[config.mk]
export PLATFORM = sky130hd
export DESIGN_NAME = audio_buffer_playtime_queue
export DESIGN_NICKNAME = d
export VERILOG_FILES = /design/src/rtl/core/abpq_pkg.sv /design/src/rtl/core/abpq_ram.sv /design/src/rtl/core/audio_buffer_playtime_queue.sv
export VERILOG_INCLUDE_DIRS = /design/src /design/src/rtl/core
export SDC_FILE = /design/constraint.sdc
export NUM_CORES = 1
export LEC_CHECK = 0
export CAP_MARGIN = 10
export CORE_MARGIN = 2
export CORE_UTILIZATION = 55
export CTS_CLUSTER_DIAMETER = 60
export DETAILED_ROUTE_END_ITERATION = 6
export DONT_BUFFER_PORTS = 1
export PLACE_DENSITY_LB_ADDON = 0.25
export SLEW_MARGIN = 20
export SYNTH_ARGS = -nofsm -noshare
export SYNTH_HDL_FRONTEND = slang
export SYNTH_SLANG_ARGS = --single-unit
[constraint.sdc]
create_clock -name clk -period 8.3 [get_ports clk]
set_clock_uncertainty 0.05 [all_clocks]
set_input_delay 0.415 -clock clk [delete_from_list [all_inputs] [get_ports clk]]
set_output_delay 0.415 -clock clk [all_outputs]
set_load 0.02 [all_outputs]
[src/rtl/core/audio_buffer_playtime_queue_macros.svh]
// Assertion macros used by the play-time queue RTL.
`ifndef AUDIO_BUFFER_PLAYTIME_QUEUE_MACROS_SVH
`define AUDIO_BUFFER_PLAYTIME_QUEUE_MACROS_SVH

// The condition must hold at every clock edge outside reset.
`define ABPQ_ASSERT_ALWAYS(label, cond, msg) \
    label: assert property (@(posedge clk) disable iff (!rst_n) (cond)) else $error(msg);

// The consequent must hold in the same cycle as the antecedent.
`define ABPQ_ASSERT_IMPL(label, ante, cons, msg) \
    label: assert property (@(posedge clk) disable iff (!rst_n) (ante) |-> (cons)) \
        else $error(msg);

// The consequent must hold in the cycle after the antecedent.
`define ABPQ_ASSERT_NEXT(label, ante, cons, msg) \
    label: assert property (@(posedge clk) disable iff (!rst_n) (ante) |=> (cons)) \
        else $error(msg);

`endif

[src/rtl/core/abpq_pkg.sv]
// Types, constants and lookup functions of the audio play-time queue.
package abpq_pkg;

    localparam int ID_W        = 32;
    localparam int BYTES_W     = 18;
    localparam int TICKS_W     = 24;
    localparam int DIVIDEND_W  = 28;
    localparam int DIVISOR_W   = 16;
    localparam int STEP_W      = 5;
    localparam int MAX_BYTES_W = 21;
    localparam int ADDR_W      = 4;
    localparam int DATA_W      = 32;

    localparam logic [TICKS_W-1:0]    TICK_MAX = {TICKS_W{1'b1}};
    localparam logic [DIVIDEND_W-1:0] MS_PER_S = DIVIDEND_W'(1000);

    localparam logic [1:0] KIND_SUBMIT = 2'd0;
    localparam logic [1:0] KIND_TICK   = 2'd1;
    localparam logic [1:0] KIND_STOP   = 2'd2;

    localparam logic [1:0] REG_RATE_CODE       = 2'd0;
    localparam logic [1:0] REG_CHANNEL_COUNT   = 2'd1;
    localparam logic [1:0] REG_SAMPLE_ENCODING = 2'd2;
    localparam logic [1:0] REG_UNIT_DIRECTION  = 2'd3;

    localparam logic [1:0] DIR_PLAY   = 2'd0;
    localparam logic [1:0] DIR_RECORD = 2'd1;

    localparam logic [1:0] ENC_PCM16 = 2'd1;
    localparam logic [1:0] ENC_PCM24 = 2'd2;

    typedef struct packed {
        logic [ID_W-1:0]    id;
        logic [BYTES_W-1:0] bytes;
        logic [TICKS_W-1:0] ticks;
    } queue_entry_t;

    function automatic logic [DIVISOR_W-1:0] rate_hz(input logic [3:0] code);
        logic [DIVISOR_W-1:0] hz;
        case (code)
            4'd0:    hz = 16'd7350;
            4'd1:    hz = 16'd8000;
            4'd2:    hz = 16'd8820;
            4'd3:    hz = 16'd9600;
            4'd4:    hz = 16'd11025;
            4'd5:    hz = 16'd12000;
            4'd6:    hz = 16'd14700;
            4'd7:    hz = 16'd16000;
            4'd8:    hz = 16'd22050;
            4'd9:    hz = 16'd24000;
            4'd10:   hz = 16'd29400;
            4'd11:   hz = 16'd32000;
            4'd12:   hz = 16'd44100;
            default: hz = 16'd48000;
        endcase
        return hz;
    endfunction

    // Unknown encodings count as one byte per sample.
    function automatic logic [1:0] bytes_per_sample(input logic [1:0] enc);
        logic [1:0] bps;
        case (enc)
            ENC_PCM16: bps = 2'd2;
            ENC_PCM24: bps = 2'd3;
            default:   bps = 2'd1;
        endcase
        return bps;
    endfunction

endpackage

[src/rtl/core/abpq_ram.sv]
// Generic single-write, single-read RAM with registered read data.
module abpq_ram #(
    parameter int WIDTH = 8,
    parameter int DEPTH = 8
) (
    input  logic                     clk,
    input  logic                     wr_en,
    input  logic [$clog2(DEPTH)-1:0] wr_addr,
    input  logic [WIDTH-1:0]         wr_data,
    input  logic [$clog2(DEPTH)-1:0] rd_addr,
    output logic [WIDTH-1:0]         rd_data
);

    logic [WIDTH-1:0] mem_reg [DEPTH];

    always_ff @(posedge clk)
    begin
        if (wr_en)
        begin
            mem_reg[wr_addr] <= wr_data;
        end
        rd_data <= mem_reg[rd_addr];
    end

endmodule

[src/rtl/core/audio_buffer_playtime_queue.sv]
// Top level of the audio buffer play-time pacing queue.
//
//  channel  | direction | handshake          | contents
//  ---------+-----------+--------------------+-----------------------------------------
//  cfg      | in/out    | psel/penable       | rate, channels, encoding, unit direction
//  input    | in        | in_valid/in_stall  | kind, transfer_id, num_bytes
//  result   | out       | out_valid/out_stall| done_id, done_bytes, done_direction, status
//
// A queued submit uses one restoring divider, one quotient bit per cycle, which
// runs 18 steps for the channel and sample-size division and 28 steps for the rate.
// A rejected submit goes straight to the emit state, and a tick that only counts down stays idle.
// A completion reads the head entry, then the next entry if one remains, and may wait on a stalled output.
// Reset clears the control state only; queue storage holds nothing valid until written.
// A stalled result only holds the sequencer when a further result is ready to go out.
module audio_buffer_playtime_queue #(
    parameter int QUEUE_DEPTH  = 8,
    parameter int TICKS_PER_MS = 1,
    parameter int MAX_BYTES    = 204800
) (
    input  logic                              clk,
    input  logic                              rst_n,
    input  logic                              psel,
    input  logic                              penable,
    input  logic                              pwrite,
    input  logic [abpq_pkg::ADDR_W-1:0]       paddr,
    input  logic [abpq_pkg::DATA_W-1:0]       pwdata,
    output logic [abpq_pkg::DATA_W-1:0]       prdata,
    output logic                              pready,
    input  logic                              in_valid,
    output logic                              in_stall,
    input  logic [1:0]                        kind,
    input  logic [abpq_pkg::ID_W-1:0]         transfer_id,
    input  logic [abpq_pkg::BYTES_W-1:0]      num_bytes,
    output logic                              out_valid,
    input  logic                              out_stall,
    output logic [abpq_pkg::ID_W-1:0]         done_id,
    output logic [abpq_pkg::BYTES_W-1:0]      done_bytes,
    output logic                              done_direction,
    output logic                              done_status
);

    localparam int PTR_W    = $clog2(QUEUE_DEPTH);
    localparam int CNT_W    = $clog2(QUEUE_DEPTH + 1);
    localparam int TPM_W    = $clog2(TICKS_PER_MS + 1);
    localparam int SCALED_W = abpq_pkg::DIVIDEND_W + TPM_W;
    localparam int ENTRY_W  = $bits(abpq_pkg::queue_entry_t);

    localparam logic [CNT_W-1:0]   FULL_COUNT = CNT_W'(QUEUE_DEPTH);
    localparam logic [PTR_W-1:0]   LAST_SLOT  = PTR_W'(QUEUE_DEPTH - 1);
    localparam logic [PTR_W:0]     DEPTH_WIDE = (PTR_W + 1)'(QUEUE_DEPTH);
    localparam logic [TPM_W-1:0]   TPM_L      = TPM_W'(TICKS_PER_MS);
    localparam logic [abpq_pkg::MAX_BYTES_W-1:0] MAX_BYTES_L =
        abpq_pkg::MAX_BYTES_W'(MAX_BYTES);

    typedef enum logic [9:0] {
        ST_IDLE      = 10'b00_0000_0001,
        ST_DIV_CH    = 10'b00_0000_0010,
        ST_MUL_MS    = 10'b00_0000_0100,
        ST_DIV_RATE  = 10'b00_0000_1000,
        ST_SCALE     = 10'b00_0001_0000,
        ST_WRITE     = 10'b00_0010_0000,
        ST_HEAD_DATA = 10'b00_0100_0000,
        ST_NEXT_WAIT = 10'b00_1000_0000,
        ST_NEXT_DATA = 10'b01_0000_0000,
        ST_EMIT      = 10'b10_0000_0000
    } state_t;

    // Control state.
    state_t                          state_reg, state_next;
    logic [PTR_W-1:0]                head_reg, head_next;
    logic [CNT_W-1:0]                count_reg, count_next;
    logic [abpq_pkg::TICKS_W-1:0]    ticks_rem_reg, ticks_rem_next;
    logic                            active_reg, active_next;
    logic                            out_valid_reg, out_valid_next;
    logic [abpq_pkg::STEP_W-1:0]     step_reg, step_next;
    logic [3:0]                      rate_code_reg;
    logic [1:0]                      channel_count_reg;
    logic [1:0]                      sample_encoding_reg;
    logic [1:0]                      unit_direction_reg;

    // Datapath.
    logic [abpq_pkg::DIVIDEND_W-1:0] div_q_reg, div_q_next;
    logic [abpq_pkg::DIVISOR_W-1:0]  div_r_reg, div_r_next;
    logic [abpq_pkg::DIVISOR_W-1:0]  div_d_reg, div_d_next;
    logic [SCALED_W-1:0]             scaled_reg, scaled_next;
    logic [abpq_pkg::ID_W-1:0]       id_hold_reg, id_hold_next;
    logic [abpq_pkg::BYTES_W-1:0]    bytes_hold_reg, bytes_hold_next;
    logic [abpq_pkg::ID_W-1:0]       res_id_reg, res_id_next;
    logic [abpq_pkg::BYTES_W-1:0]    res_bytes_reg, res_bytes_next;
    logic                            res_dir_reg, res_dir_next;
    logic                            res_status_reg, res_status_next;
    logic [abpq_pkg::ID_W-1:0]       done_id_reg, done_id_next;
    logic [abpq_pkg::BYTES_W-1:0]    done_bytes_reg, done_bytes_next;
    logic                            done_dir_reg, done_dir_next;
    logic                            done_status_reg, done_status_next;

    logic                            cfg_wr;
    logic [1:0]                      cfg_index;
    logic [abpq_pkg::BYTES_W-1:0]    bytes_clamped;
    logic [1:0]                      channels_eff;
    logic [3:0]                      small_divisor;
    logic [abpq_pkg::DIVISOR_W:0]    div_shifted;
    logic [abpq_pkg::DIVISOR_W:0]    div_diff;
    logic                            div_ge;
    logic [abpq_pkg::DIVIDEND_W-1:0] ms_scaled;
    logic [abpq_pkg::TICKS_W-1:0]    ticks_sat;
    logic [PTR_W:0]                  tail_sum;
    logic [PTR_W-1:0]                tail_slot;
    logic [PTR_W-1:0]                head_inc;
    logic                            suppress;
    logic                            ram_wr_en;
    abpq_pkg::queue_entry_t          ram_wr_data;
    abpq_pkg::queue_entry_t          ram_rd_data;
    logic [ENTRY_W-1:0]              ram_rd_bits;

    // Configuration port.
    assign pready    = 1'b1;
    assign cfg_wr    = psel && penable && pwrite;
    assign cfg_index = paddr[3:2];

    always_ff @(posedge clk or negedge rst_n)
    begin
        if (!rst_n)
        begin
            rate_code_reg       <= 4'd13;
            channel_count_reg   <= 2'd2;
            sample_encoding_reg <= 2'd1;
            unit_direction_reg  <= abpq_pkg::DIR_PLAY;
        end
        else if (cfg_wr)
        begin
            unique case (cfg_index)
                abpq_pkg::REG_RATE_CODE:       rate_code_reg       <= pwdata[3:0];
                abpq_pkg::REG_CHANNEL_COUNT:   channel_count_reg   <= pwdata[1:0];
                abpq_pkg::REG_SAMPLE_ENCODING: sample_encoding_reg <= pwdata[1:0];
                abpq_pkg::REG_UNIT_DIRECTION:  unit_direction_reg  <= pwdata[1:0];
                default: ;
            endcase
        end
    end

    always_comb
    begin
        unique case (cfg_index)
            abpq_pkg::REG_RATE_CODE:       prdata = abpq_pkg::DATA_W'(rate_code_reg);
            abpq_pkg::REG_CHANNEL_COUNT:   prdata = abpq_pkg::DATA_W'(channel_count_reg);
            abpq_pkg::REG_SAMPLE_ENCODING: prdata = abpq_pkg::DATA_W'(sample_encoding_reg);
            abpq_pkg::REG_UNIT_DIRECTION:  prdata = abpq_pkg::DATA_W'(unit_direction_reg);
            default:                       prdata = '0;
        endcase
    end

    // Submit preprocessing. Dividing by channels and then by sample size equals one
    // division by their product, which is at most nine.
    assign bytes_clamped = (abpq_pkg::MAX_BYTES_W'(num_bytes) > MAX_BYTES_L)
                         ? abpq_pkg::BYTES_W'(MAX_BYTES) : num_bytes;
    assign channels_eff  = (channel_count_reg == 2'd0) ? 2'd1 : channel_count_reg;
    assign small_divisor = {2'b00, channels_eff}
                         * {2'b00, abpq_pkg::bytes_per_sample(sample_encoding_reg)};

    // Shared restoring divider step.
    assign div_shifted = {div_r_reg, div_q_reg[abpq_pkg::DIVIDEND_W-1]};
    assign div_diff    = div_shifted - {1'b0, div_d_reg};
    assign div_ge      = div_shifted >= {1'b0, div_d_reg};

    assign ms_scaled = abpq_pkg::DIVIDEND_W'(div_q_reg[abpq_pkg::BYTES_W-1:0])
                     * abpq_pkg::MS_PER_S;
    assign ticks_sat = (scaled_reg > SCALED_W'(abpq_pkg::TICK_MAX))
                     ? abpq_pkg::TICK_MAX : scaled_reg[abpq_pkg::TICKS_W-1:0];

    // Queue pointers; the sum stays below twice the depth.
    assign tail_sum  = {1'b0, head_reg} + {1'b0, count_reg[PTR_W-1:0]};
    assign tail_slot = (tail_sum >= DEPTH_WIDE) ? PTR_W'(tail_sum - DEPTH_WIDE)
                                                : tail_sum[PTR_W-1:0];
    assign head_inc  = (head_reg == LAST_SLOT) ? '0 : head_reg + 1'b1;
    assign suppress  = unit_direction_reg > abpq_pkg::DIR_RECORD;

    assign ram_wr_en         = (state_reg == ST_WRITE);
    assign ram_wr_data.id    = id_hold_reg;
    assign ram_wr_data.bytes = bytes_hold_reg;
    assign ram_wr_data.ticks = ticks_sat;
    assign ram_rd_data       = abpq_pkg::queue_entry_t'(ram_rd_bits);

    // The read port always follows the head, so its data is the head entry in the cycle
    // after the head pointer settles.
    abpq_ram #(
        .WIDTH (ENTRY_W),
        .DEPTH (QUEUE_DEPTH)
    ) u_queue_ram (
        .clk     (clk),
        .wr_en   (ram_wr_en),
        .wr_addr (tail_slot),
        .wr_data (ram_wr_data),
        .rd_addr (head_reg),
        .rd_data (ram_rd_bits)
    );

    assign in_stall = (state_reg != ST_IDLE);

    always_comb
    begin
        state_next       = state_reg;
        head_next        = head_reg;
        count_next       = count_reg;
        ticks_rem_next   = ticks_rem_reg;
        active_next      = active_reg;
        step_next        = step_reg;
        div_q_next       = div_q_reg;
        div_r_next       = div_r_reg;
        div_d_next       = div_d_reg;
        scaled_next      = scaled_reg;
        id_hold_next     = id_hold_reg;
        bytes_hold_next  = bytes_hold_reg;
        res_id_next      = res_id_reg;
        res_bytes_next   = res_bytes_reg;
        res_dir_next     = res_dir_reg;
        res_status_next  = res_status_reg;
        done_id_next     = done_id_reg;
        done_bytes_next  = done_bytes_reg;
        done_dir_next    = done_dir_reg;
        done_status_next = done_status_reg;
        out_valid_next   = out_valid_reg && out_stall;

        unique case (state_reg)
            ST_IDLE:
            begin
                if (in_valid)
                begin
                    case (kind)
                        abpq_pkg::KIND_SUBMIT:
                        begin
                            id_hold_next    = transfer_id;
                            bytes_hold_next = bytes_clamped;
                            if (count_reg == FULL_COUNT)
                            begin
                                res_id_next     = transfer_id;
                                res_bytes_next  = bytes_clamped;
                                res_dir_next    = (unit_direction_reg == abpq_pkg::DIR_RECORD);
                                res_status_next = 1'b1;
                                state_next      = ST_EMIT;
                            end
                            else
                            begin
                                div_q_next = {bytes_clamped,
                                    (abpq_pkg::DIVIDEND_W - abpq_pkg::BYTES_W)'(0)};
                                div_r_next = '0;
                                div_d_next = abpq_pkg::DIVISOR_W'(small_divisor);
                                step_next  = abpq_pkg::STEP_W'(abpq_pkg::BYTES_W);
                                state_next = ST_DIV_CH;
                            end
                        end
                        abpq_pkg::KIND_TICK:
                        begin
                            if (active_reg)
                            begin
                                if (ticks_rem_reg <= abpq_pkg::TICKS_W'(1))
                                begin
                                    state_next = ST_HEAD_DATA;
                                end
                                else
                                begin
                                    ticks_rem_next = ticks_rem_reg - 1'b1;
                                end
                            end
                        end
                        abpq_pkg::KIND_STOP:
                        begin
                            if (active_reg)
                            begin
                                state_next = ST_HEAD_DATA;
                            end
                        end
                        default: ;
                    endcase
                end
            end
            ST_DIV_CH, ST_DIV_RATE:
            begin
                div_q_next = {div_q_reg[abpq_pkg::DIVIDEND_W-2:0], div_ge};
                div_r_next = div_ge ? div_diff[abpq_pkg::DIVISOR_W-1:0]
                                    : div_shifted[abpq_pkg::DIVISOR_W-1:0];
                step_next  = step_reg - 1'b1;
                if (step_reg == abpq_pkg::STEP_W'(1))
                begin
                    state_next = (state_reg == ST_DIV_CH) ? ST_MUL_MS : ST_SCALE;
                end
            end
            ST_MUL_MS:
            begin
                div_q_next = ms_scaled;
                div_r_next = '0;
                div_d_next = abpq_pkg::rate_hz(rate_code_reg);
                step_next  = abpq_pkg::STEP_W'(abpq_pkg::DIVIDEND_W);
                state_next = ST_DIV_RATE;
            end
            ST_SCALE:
            begin
                scaled_next = SCALED_W'(div_q_reg) * SCALED_W'(TPM_L);
                state_next  = ST_WRITE;
            end
            ST_WRITE:
            begin
                count_next = count_reg + 1'b1;
                if (!active_reg)
                begin
                    ticks_rem_next = ticks_sat;
                    active_next    = 1'b1;
                end
                state_next = ST_IDLE;
            end
            ST_HEAD_DATA:
            begin
                res_id_next     = ram_rd_data.id;
                res_bytes_next  = ram_rd_data.bytes;
                res_dir_next    = unit_direction_reg[0];
                res_status_next = 1'b0;
                head_next       = head_inc;
                count_next      = count_reg - 1'b1;
                if (count_reg == CNT_W'(1))
                begin
                    ticks_rem_next = '0;
                    active_next    = 1'b0;
                    state_next     = suppress ? ST_IDLE : ST_EMIT;
                end
                else
                begin
                    state_next = ST_NEXT_WAIT;
                end
            end
            ST_NEXT_WAIT:
            begin
                state_next = ST_NEXT_DATA;
            end
            ST_NEXT_DATA:
            begin
                ticks_rem_next = ram_rd_data.ticks;
                state_next     = suppress ? ST_IDLE : ST_EMIT;
            end
            ST_EMIT:
            begin
                if (!out_valid_reg || !out_stall)
                begin
                    done_id_next     = res_id_reg;
                    done_bytes_next  = res_bytes_reg;
                    done_dir_next    = res_dir_reg;
                    done_status_next = res_status_reg;
                    out_valid_next   = 1'b1;
                    state_next       = ST_IDLE;
                end
            end
            default:
            begin
                state_next = ST_IDLE;
            end
        endcase
    end

    always_ff @(posedge clk or negedge rst_n)
    begin
        if (!rst_n)
        begin
            state_reg     <= ST_IDLE;
            head_reg      <= '0;
            count_reg     <= '0;
            ticks_rem_reg <= '0;
            active_reg    <= 1'b0;
            out_valid_reg <= 1'b0;
            step_reg      <= '0;
        end
        else
        begin
            state_reg     <= state_next;
            head_reg      <= head_next;
            count_reg     <= count_next;
            ticks_rem_reg <= ticks_rem_next;
            active_reg    <= active_next;
            out_valid_reg <= out_valid_next;
            step_reg      <= step_next;
        end
    end

    always_ff @(posedge clk)
    begin
        div_q_reg       <= div_q_next;
        div_r_reg       <= div_r_next;
        div_d_reg       <= div_d_next;
        scaled_reg      <= scaled_next;
        id_hold_reg     <= id_hold_next;
        bytes_hold_reg  <= bytes_hold_next;
        res_id_reg      <= res_id_next;
        res_bytes_reg   <= res_bytes_next;
        res_dir_reg     <= res_dir_next;
        res_status_reg  <= res_status_next;
        done_id_reg     <= done_id_next;
        done_bytes_reg  <= done_bytes_next;
        done_dir_reg    <= done_dir_next;
        done_status_reg <= done_status_next;
    end

    assign out_valid      = out_valid_reg;
    assign done_id        = done_id_reg;
    assign done_bytes     = done_bytes_reg;
    assign done_direction = done_dir_reg;
    assign done_status    = done_status_reg;

`include "audio_buffer_playtime_queue_macros.svh"

    // The countdown runs exactly when the queue holds an entry.
    `ABPQ_ASSERT_ALWAYS(a_active_matches_count, active_reg == (count_reg != '0), "countdown state disagrees with queue fill")
    // A queue write never lands on a full queue.
    `ABPQ_ASSERT_IMPL(a_write_not_full, ram_wr_en, count_reg < FULL_COUNT, "queue written while full")
    // Retiring the head removes exactly one entry.
    `ABPQ_ASSERT_NEXT(a_head_retire, state_reg == ST_HEAD_DATA, (count_reg + 1'b1) == $past(count_reg), "head retirement did not drop one entry")
    // A result that leaves the sequencer shows up on the output.
    `ABPQ_ASSERT_NEXT(a_emit_visible, (state_reg == ST_EMIT) && !(out_valid_reg && out_stall), out_valid && (done_id == $past(res_id_reg)), "emitted result missing at output")

endmodule
==> impl_metrics.py <==
metrics = {
    "synth": {
        "synthCells": 2463,
        "synth-edff-count": 834,
        "syn_area_per_cell_um2": 16.59,
        "synthesis.area_mm2": 0.04087,
        "synthMostInstantiatedCell": "edfxtp_1",
        "synthTopCellsByArea": "edfxtp_1 61%, mux4_2 8.3%, dfxtp_1 3.6%",
        "synth_simple_gate_area_frac": 0.05897,
        "yosys.area.top_type_share": 0.6128,
        "muxShareOfSynthArea": 0.1134,
        "synth_xor_area_frac": 0.008572,
        "yosys.area.top_type": "edfxtp_1",
        "synth_top_family_by_area": "multiplexers",
        "seq_area_frac_synth": 0.6848,
        "ys_types": 83,
        "synthTopCellsByCount": "834 x edfxtp_1, 204 x nand2_1, 150 x mux4_2",
        "ys_ff_latch": 966,
        "synth_compound_area_frac": 0.04614,
        "synth_flop_cell": "edfxtp_1",
        "post_synth_fa_ha_maj_area_fraction": 0.06037,
        "yosysWarnings": 0,
        "async_flop_share": 0.06004,
    },
    "cts": {
        "cts_made_buffers": 98,
        "clock_path_buffers": 3,
        "cts_htree_levels": 3,
        "cts_tree": "yes",
        "clock_latency_ps": 670,
        "clk_pin_slew_ps": 60,
        "root_buffer": "clkbuf_16",
        "cts_setup_buffers": 0,
        "cts_num_sinks": 966,
    },
    "setup_path": {
        "crit_path_start_kind": "flop",
        "reg2reg_depth": 14,
        "crit_path_frequent_cell": "fa_1",
        "r2r_start": "div_q_reg[8]$_DFFE_PP_",
        "cp_data_required_time_ps": 8650,
        "crit_type": "flop to flop",
        "max_stage_delay_ps": 570,
        "crit_path_top_delay_cell": "fa_1",
        "ff2ff_setup_slack_ps": 3160,
        "cp.arrival_ps": 5480,
        "r2r_end": "div_q_reg[26]$_DFFE_PP_",
        "crit_path_end_kind": "flop",
        "crit_start": "div_q_reg[8]$_DFFE_PP_",
        "cp_max_fo": 6,
        "cp_cell_sequence": "inv_1 > fa_1 > fa_1 > fa_1 > fa_1 > inv_1 > ha_1 > a21o_1 > a31o_2 > a2111oi_0 > a21oi_1 > a31oi_1 > a2111o_1 > nand3_1",
    },
    "global_route": {
        "grt_usage": 0.2260,
        "grt_pass1_vias": 22110,
        "antenna_found_initial": 4,
        "grt_overflow": 0,
        "grt_pass1_wl_um": 131800,
        "grt_max_degree": 68,
    },
    "timing": {
        "worst_slack_ps": 3161,
        "fmax_mhz": 194.6,
        "rsz0062_at_grt": "no",
        "fin_crit_ps": 5139,
        "slew-limit-headroom": 0.2754,
        "setup_viol": 0,
        "hold_viol": 0,
        "worstMarginPinSlew_ps": 1087,
        "period_share": 0.6192,
        "maxSlewViolCount": 0,
        "tns_ps": 0,
    },
    "route": {
        "postRouteAntennaNets": 0,
        "m1WireLength_um": 36780,
        "vias_per_cell": 5.968,
        "wire_per_inst_um": 23.98,
        "drt-total-wl_um": 86080,
        "remaining_drc_errors": 0,
        "dr.pass1.iters": 5,
        "via_count": 21420,
        "route.met3.wl_um": 5683,
        "wl_met2_um": 41510,
        "topRoutingLayerUsed": "met4",
        "drtIter0Drc": 1980,
    },
    "finish": {
        "area_growth_pct": 12.21,
        "fin_cells": 3589,
        "multi_input_area_mm2": 0.01199,
        "fin_area_mm2": 0.04586,
        "n_fill_cell": 5114,
        "largest_reg_flops": 592,
        "regArea_mm2": 0.02800,
        "layout-drive-gt1-share": 0.1837,
        "fin_nets": 2799,
    },
    "floorplanning": {
        "ios": 182,
        "die_height_um": 276.6,
        "dieArea_mm2": 0.07650,
        "row_count": 99,
        "die_w_um": 276.6,
        "start_util": 0.5583,
        "core-area_mm2": 0.07321,
    },
    "hold_path": {
        "hold_class": "input port to flop",
        "holdPathStages": 1,
        "whs_endpoint": "bytes_hold_reg[4]$_DFFE_PP_",
        "hold_start": "num_bytes[4]",
    },
    "place": {
        "place_congestion": 0.8843,
        "port_buffers": 0,
        "place_inst": 3350,
        "placedInstanceArea_mm2": 0.04195,
        "place_ws_ps": 3251,
        "place_hpwl_um": 50150,
    },
    "status": {
        "status": "finished clean",
    },
    "job": {
        "drv_cap": 0,
    },
    "power": {
        "p_leak_nw": 15.87,
        "powerDensity_mw_per_mm2": 417.6,
        "vdd_drop_max_mv": 1.167,
    },
}
==> worst max-delay path by stage <==
stage,end,slack [ps],cells after the start
floorplan,u_queue_ram.mem_reg[1][0]$_DFFE_PP_,1060,7
global route,div_q_reg[23]$_DFFE_PP_,2920,16
CTS,div_q_reg[22]$_DFFE_PP_,3230,14
finish,div_q_reg[26]$_DFFE_PP_,3160,14
detailed placement,div_q_reg[22]$_DFFE_PP_,3250,14
global placement,div_q_reg[26]$_DFFE_PP_,3240,14
==> kinds of logic (layout without fill, tap and decap cells) <==
group	count (synthesis)	after routing
buffers and inverters	263	402
AOI/OAI and AO/OA	277	277
xor gates and xnor gates	40	40
DFF	966	966
muxes	263	263
adders and majority gates	160	160
and+or+nand+nor	492	492
other	2	30
==> stage by stage <==
step	power (W)	hold WS [ps]	util
2_1_floorplan	0.01274	69.41	-
3_3_place_gp	0.01455	72.63	0.5730
3_5_place_dp	0.01466	72.33	0.5730
6_report	0.01915	29.32	0.6264
5_1_grt	0.02045	29.45	0.6264
4_1_cts	0.01922	7.873	0.6259
==> cell usage in the layout (no fill, tap or decap), types with 16 or more instances in the layout <==
| cell | instances |
|---|---|
| clkbuf_1 | 24 |
| and2_1 | 20 |
| inv_1 | 128 |
| a21oi_1 | 44 |
| nor2_1 | 83 |
| nand2_1 | 203 |
| xor2_1 | 16 |
| mux4_2 | 150 |
| buf_4 | 31 |
| dfxtp_1 | 74 |
| nor3_1 | 21 |
| o21ai_0 | 56 |
| a31oi_1 | 20 |
| clkinv_2 | 16 |
| dlygate4sd3_1 | 51 |
| a22oi_1 | 20 |
| xnor2_1 | 24 |
| edfxtp_1 | 834 |
| clkbuf_16 | 98 |
| dfrtp_1 | 49 |
| fa_1 | 62 |
| nand3_1 | 29 |
| conb_1 | 29 |
| ha_1 | 98 |
| nand2b_1 | 36 |
| clkbuf_8 | 19 |
| a211oi_1 | 16 |
| mux2_2 | 99 |
| o22ai_1 | 19 |
==> power breakdown <==
part / internal [W] / switching [W]
combinational: 0.00369 / 0.00481
sequential: 0.00580 / 0.000411
clock: 0.00260 / 0.00185
total: 0.0121 / 0.00707
==> metal layers <==
metal	vias up	global-route usage
met5	-	0
met4	0	0.07020
met3	136	0.04176
met2	703	0.3636
met1	11040	0.3169
li1	9541	-
==> area by class of cell <==
cell class	instances	area share
Sequential cell	966	0.6105
Multi-Input combinational cell	1261	0.2614
Clock buffer	141	0.06114
Tap cell	959	0.02617
Timing Repair Buffer	86	0.01828
Clock inverter	44	0.01176
Inverter	131	0.01072
Antenna cell	1	0.00005457
==> critical path, delay by kind of cell, from the launching register on <==
kind	cells	cell delay [ps]
buf+inv	2	290
simple gates	1	70
compound gates	6	1620
flops	1	490
fa+ha+maj	5	2360
==> what timing repair did <==
item | 4_1_cts | 5_1_grt
hold buffers | 51 | 1
hold endpoints to repair | 152 | 7
resized for setup | 0 | 0
Power figures use the tool's default switching activity.
